File: src/rtl/core/ksbc_pkg.sv
// Package for the keyed substitution-box block cipher.
// Holds codes, sizes, command/status structs and the CRC, mask and permutation functions.
// Depends on nothing.
package ksbc_pkg;

  localparam int KEY_MAX    = 256;
  localparam int BANKS      = 16;
  localparam int BANK_DEPTH = 8192;
  localparam int BANK_AW    = 13;

  localparam logic [31:0] CRC_POLY  = 32'hEDB88320;
  localparam logic [31:0] CRC_INIT  = 32'hFFFFFFFF;
  localparam logic [6:0]  BIAS_TRY  = 7'd98;
  localparam logic [7:0]  LAST_SLOT = 8'd255;

  localparam logic CFG_BLOCK_MODE = 1'b0;
  localparam logic CFG_NUM_ROUNDS = 1'b1;

  localparam logic [1:0] KIND_KEY = 2'd0;
  localparam logic [1:0] KIND_ENC = 2'd1;
  localparam logic [1:0] KIND_DEC = 2'd2;

  localparam logic [1:0] ST_OK        = 2'd0;
  localparam logic [1:0] ST_BAD_ROUND = 2'd1;
  localparam logic [1:0] ST_NOT_KEYED = 2'd2;
  localparam logic [1:0] ST_KEY_LONG  = 2'd3;

  typedef logic [15:0][7:0] blk_t;

  typedef struct packed {
    logic       accept;
    logic       sched_init;
    logic       key_clear;
    logic       box_init;
    logic       draw_init;
    logic       crc_key;
    logic       crc_lo;
    logic       crc_hi;
    logic       eval;
    logic       walk;
    logic       inv_step;
    logic       set_valid;
    logic       apply;
    logic       emit;
    logic       emit_data;
    logic [1:0] emit_status;
  } ksbc_cmd_t;

  typedef struct packed {
    logic sched_valid;
    logic rounds_bad;
    logic key_bad;
    logic n_zero;
    logic wrap;
    logic draw_ok;
    logic walk_found;
    logic box_last;
    logic k_end;
    logic round_last;
  } ksbc_stat_t;

  function automatic logic [31:0] crc_byte(input logic [31:0] c_in, input logic [7:0] b);
    logic [31:0] c;
    c = c_in ^ {24'd0, b};
    for (int k = 0; k < 8; k++) begin
      c = (c >> 1) ^ (CRC_POLY & {32{c[0]}});
    end
    return c;
  endfunction

  // Smallest all-ones mask that covers n.
  function automatic logic [7:0] cover_mask(input logic [7:0] n);
    logic [7:0] m;
    m = n | (n >> 1);
    m = m | (m >> 2);
    m = m | (m >> 4);
    return m;
  endfunction

  // Output byte i takes bit b from byte i+b (forward) or i-b (reverse), modulo block size.
  function automatic blk_t permute(input blk_t x, input logic full, input logic rev);
    blk_t       y;
    logic [3:0] msk;
    logic [3:0] src;
    msk = full ? 4'd15 : 4'd7;
    for (int i = 0; i < 16; i++) begin
      for (int b = 0; b < 8; b++) begin
        src = rev ? 4'(i + 16 - b) : 4'(i + b);
        src = src & msk;
        y[i][b] = x[src][b];
      end
    end
    return y;
  endfunction

endpackage

File: src/rtl/core/ksbc_ctrl.sv
// Controller state machine of the cipher: accepts transactions, sequences the key
// schedule and the rounds. Uses ksbc_pkg; commands ksbc_dp.
module ksbc_ctrl (
  input  logic                  clk,
  input  logic                  rst_n,
  input  logic                  start,
  input  logic [1:0]            in_kind,
  input  logic                  in_key_last,
  input  ksbc_pkg::ksbc_stat_t  stat,
  output ksbc_pkg::ksbc_cmd_t   cmd,
  output logic                  busy
);
  import ksbc_pkg::*;

  typedef enum logic [3:0] {
    S_IDLE, S_KCHK, S_BOX, S_DRAW, S_RD, S_CRC, S_L0, S_L1,
    S_EVAL, S_WALK, S_INV, S_FIN, S_SUB, S_APPLY
  } state_t;

  state_t state_r, state_nxt;

  always_comb begin
    cmd       = '0;
    state_nxt = state_r;
    unique case (state_r)
      S_IDLE: begin
        if (start) begin
          cmd.accept = 1'b1;
          priority if (in_kind == KIND_KEY) begin
            if (in_key_last) state_nxt = S_KCHK;
          end else if (in_kind == KIND_ENC || in_kind == KIND_DEC) begin
            if (stat.sched_valid) begin
              state_nxt = S_SUB;
            end else begin
              cmd.emit        = 1'b1;
              cmd.emit_status = ST_NOT_KEYED;
            end
          end else begin
            state_nxt = S_IDLE;
          end
        end
      end
      S_KCHK: begin
        priority if (stat.rounds_bad) begin
          cmd.key_clear   = 1'b1;
          cmd.emit        = 1'b1;
          cmd.emit_status = ST_BAD_ROUND;
          state_nxt       = S_IDLE;
        end else if (stat.key_bad) begin
          cmd.key_clear   = 1'b1;
          cmd.emit        = 1'b1;
          cmd.emit_status = ST_KEY_LONG;
          state_nxt       = S_IDLE;
        end else begin
          cmd.sched_init = 1'b1;
          state_nxt      = S_BOX;
        end
      end
      S_BOX: begin
        cmd.box_init = 1'b1;
        state_nxt    = S_DRAW;
      end
      S_DRAW: begin
        cmd.draw_init = 1'b1;
        state_nxt     = stat.n_zero ? S_WALK : S_RD;
      end
      S_RD: state_nxt = S_CRC;
      S_CRC: begin
        cmd.crc_key = 1'b1;
        state_nxt   = stat.wrap ? S_L0 : S_EVAL;
      end
      S_L0: begin
        cmd.crc_lo = 1'b1;
        state_nxt  = S_L1;
      end
      S_L1: begin
        cmd.crc_hi = 1'b1;
        state_nxt  = S_EVAL;
      end
      S_EVAL: begin
        cmd.eval  = 1'b1;
        state_nxt = stat.draw_ok ? S_WALK : S_RD;
      end
      S_WALK: begin
        cmd.walk = 1'b1;
        if (stat.walk_found) begin
          if (!stat.n_zero) state_nxt = S_DRAW;
          else if (stat.box_last) state_nxt = S_INV;
          else state_nxt = S_BOX;
        end
      end
      S_INV: begin
        cmd.inv_step = 1'b1;
        if (stat.k_end && stat.box_last) state_nxt = S_FIN;
      end
      S_FIN: begin
        cmd.set_valid   = 1'b1;
        cmd.emit        = 1'b1;
        cmd.emit_status = ST_OK;
        state_nxt       = S_IDLE;
      end
      S_SUB: state_nxt = S_APPLY;
      S_APPLY: begin
        cmd.apply = 1'b1;
        if (stat.round_last) begin
          cmd.emit        = 1'b1;
          cmd.emit_data   = 1'b1;
          cmd.emit_status = ST_OK;
          state_nxt       = S_IDLE;
        end else begin
          state_nxt = S_SUB;
        end
      end
      default: state_nxt = S_IDLE;
    endcase
  end

  always_ff @(posedge clk) begin
    if (!rst_n) begin
      state_r <= S_IDLE;
    end else begin
      state_r <= state_nxt;
    end
  end

  assign busy = (state_r != S_IDLE);

endmodule

File: config.mk
export PLATFORM = sky130hd
export DESIGN_NAME = ksbc_ctrl
export DESIGN_NICKNAME = d
export VERILOG_FILES = /design/src/rtl/core/ksbc_pkg.sv /design/src/rtl/core/ksbc_ctrl.sv
export SDC_FILE = /design/constraint.sdc
export NUM_CORES = 1
export LEC_CHECK = 0
export ABC_AREA = 1
export BUFFER_PORTS_ARGS = -buffer_cell sky130_fd_sc_hd__buf_2
export CAP_MARGIN = 20
export CORE_UTILIZATION = 39
export DETAILED_ROUTE_END_ITERATION = 12
export GPL_ROUTABILITY_DRIVEN = 0
export HOLD_SLACK_MARGIN = 0.1
export PLACE_DENSITY = 0.73
export SLEW_MARGIN = 20
export SYNTH_ARGS = -nofsm -noshare
export SYNTH_HDL_FRONTEND = slang
export SYNTH_SLANG_ARGS = --single-unit
export TNS_END_PERCENT = 5
File: constraint.sdc
create_clock -name clk -period 1.8 [get_ports clk]
set_input_delay 0.54 -clock clk [delete_from_list [all_inputs] [get_ports clk]]
set_output_delay 0.54 -clock clk [all_outputs]
set_load 0.02 [all_outputs]
==> impl_metrics.ini <==
[timing]
timing.max_slew.rel_slack_pct = 84.4
fin_worst_skew_ps = 0.166
hold_viol_final = 0
layout_setup_ws_ps = -189
layout_worst_path_cycle_share_pct = 110
setup-tns-final_ps = -722
setup_viol = 6
max_freq_mhz = 503
slew_violations = 0
rsz0062_at_grt = true
finalWorstPathRequiredPeriod_ps = 1990
least_margin_pin_slew_ps = 234

[run]
maxCapViolations = 0

[floorplan]
die_h_um = 42.3
design.core.area_mm2 = 0.00151
placementRows = 14
floorplan.die_area_mm2 = 0.00179
initial_utilization_pct = 42.1
dieWidth_um = 42.3
floorplan.io_pins = 34

[worst_setup_path]
r2r_slack_ps = 200
worst_ep_arrival_time_ps = 1450
critical_path_class = input port to primary output
critical_path_peak_fanout = 2
crit_required_ps = 1260
worstSetupStartpointType = input port
timing.critical_path.to_type = primary output
critical_path.startpoint = in_kind[0]
rr_worst_depth = 9
regToRegStartpoint = state_r[3]
reg2reg_to = state_r[3]

[clocking]
cts_inserted_buffers = 3
worst_skew_pair.late_latency_ps = 230
cts.sink_count = 4
tritoncts_clock_tree = built
cts.htree.levels = 1
post-cts-setup-buffers = 0
cts_buffer_depth = 2
cts_hold_repair.buffers = 0
clock_transition_at_the_registers_of_the_reported_paths_ps = 40
clk_root_buffer_cell = sky130_fd_sc_hd__clkbuf_4

[min_path]
holdPathStages = 3
hold_crit_endpoint = state_r[2]
min-delay-start = rst_n
classification_of_the_worst_slack_hold_path = input port to flip-flop

[detailed_routing]
drtPass1Iterations = 2
drt-initial-drc-count = 6
drc = 0
vias = 873
finalWirelength_mm = 1.90
drtAntennaViolNets = 0
wl_per_cell_um = 10.6
vias_per_cell = 4.85

[yosys]
synth_nets = 136
ys.warnings.count = 0
synth_top_area_share_pct = 20.7
synth_top_cells_by_area = sky130_fd_sc_hd__nand2_1, sky130_fd_sc_hd__inv_1, sky130_fd_sc_hd__dfxtp_1
synth.avg_cell_area_um2 = 5.33
yosysSeqAreaShare_pct = 12.6
synthesis.instances = 119
yosys_register_bits = 4
synth.distinct_cells = 22
synth_area_leader_cell = sky130_fd_sc_hd__nand2_1
mappedNetlistArea_um2 = 634

[grt]
antenna_found_initial = 0
grtUsageTotal_pct = 21.9
grt_max_degree = 7
grt_pass1_vias = 784
grt_pass1_wl_mm = 3.11
grt_overflow = 0

[place]
placement.setup.worst_slack_ps = -242
detailed_place_hpwl_mm = 1.54
dp.cells = 177
numPortBuffers = 33

[finish]
drive_gt1_share_pct = 47.6
largest_register = state_r
final_cells = 180
number_of_flip_flops_in_the_largest_register = 4
syn2layout_area_growth_pct = 62.1
nets = 183
largest_registers = state_r: 4 flops
antenna_cells_inserted = 0

[run_status]
failed_checks = negative setup slack
outcome = complete, but fails checks

[pwr]
power.total_mw = 1.20
irDropWorstVdd_v = 0.000970
p_leak_nw = 0.635
powerDensity_mw_per_mm2 = 1160
[per-stage QoR]
stage	hold WS, ps	utilization [%]	cell area (um2)
after floorplan	601	-	691
after global placement	553	62.6	943
after detailed placement	568	62.6	943
after CTS	595	66.4	1000
after global routing	609	68.3	1030
final	586	68.3	1030
[critical path, cell delays in order]
cell                        delay [ps]
sky130_fd_sc_hd__buf_2              80
sky130_fd_sc_hd__inv_2              40
sky130_fd_sc_hd__ha_4              250
sky130_fd_sc_hd__nand3_2           100
sky130_fd_sc_hd__nor2_4            150
sky130_fd_sc_hd__nand2_4            80
sky130_fd_sc_hd__o2111ai_4          70
sky130_fd_sc_hd__buf_6             140
[cells by family after synthesis]
logic type,count (synthesis),share of synthesized area (%)
compound gates,10,9.47
fa+ha+maj,1,1.97
buf+inv,27,16.6
flops,4,12.6
simple gates,77,59.4
[cell usage after synthesis, drive strengths merged]
library cell	n
nand2	37
inv	25
nor2	25
nand3	9
a21oi	4
dfxtp	4
o21ai	4
nand3b	3
or2	2
buf	1
clkinv	1
ha	1
nand4	1
o2111ai	1
o31ai	1
[worst max-delay path by stage]
stage | to | slack, ps | depth (start not counted)
after global placement | cmd[3] | -230 | 8
after global routing | cmd[3] | -240 | 8
after detailed placement | cmd[3] | -240 | 8
after CTS | cmd[3] | -190 | 8
after floorplan | cmd[3] | 9 | 6
final | cmd[3] | -190 | 8
[power by group]
group / switching (mW) / internal [mW] / total (mW)
combinational: 0.546 / 0.365 / 0.911
sequential: 0.0486 / 0.123 / 0.172
clock: 0.0377 / 0.0746 / 0.112
[layout by cell type (no fill, tap or decap), drive strengths merged]
cell type,Yosys,layout
o2111ai,1,1
nand3,9,9
a21oi,4,4
nand4,1,1
dfxtp,4,4
or2,2,2
clkbuf,0,3
o21ai,4,4
o31ai,1,1
nand2,37,37
nand3b,3,3
buf,1,43
clkinv,1,1
inv,25,25
nor2,25,25
ha,1,1
[layer usage]
layer,wire [um],up-vias,global-route usage [%]
met4,50,0,6.88
met3,85,6,1.29
met5,0,-,0
li1,-,454,-
met2,958,29,40.0
met1,808,384,27.1
[timing repair]
action / 4_1_cts / 5_1_grt
resized for setup: 13 / 9
pin swaps: 0 / 1
setup endpoints to repair: 14 / 15
[cell type report]
cell class	count	area (um2)
fillers	145	478
inverters	26	97.6
repair buffers	43	269
well taps	16	20.0
multi-input cells	88	533
clock buffers	3	22.5
flip-flops and latches	4	86.3
Note: power is estimated with default switching activity, not from simulation.
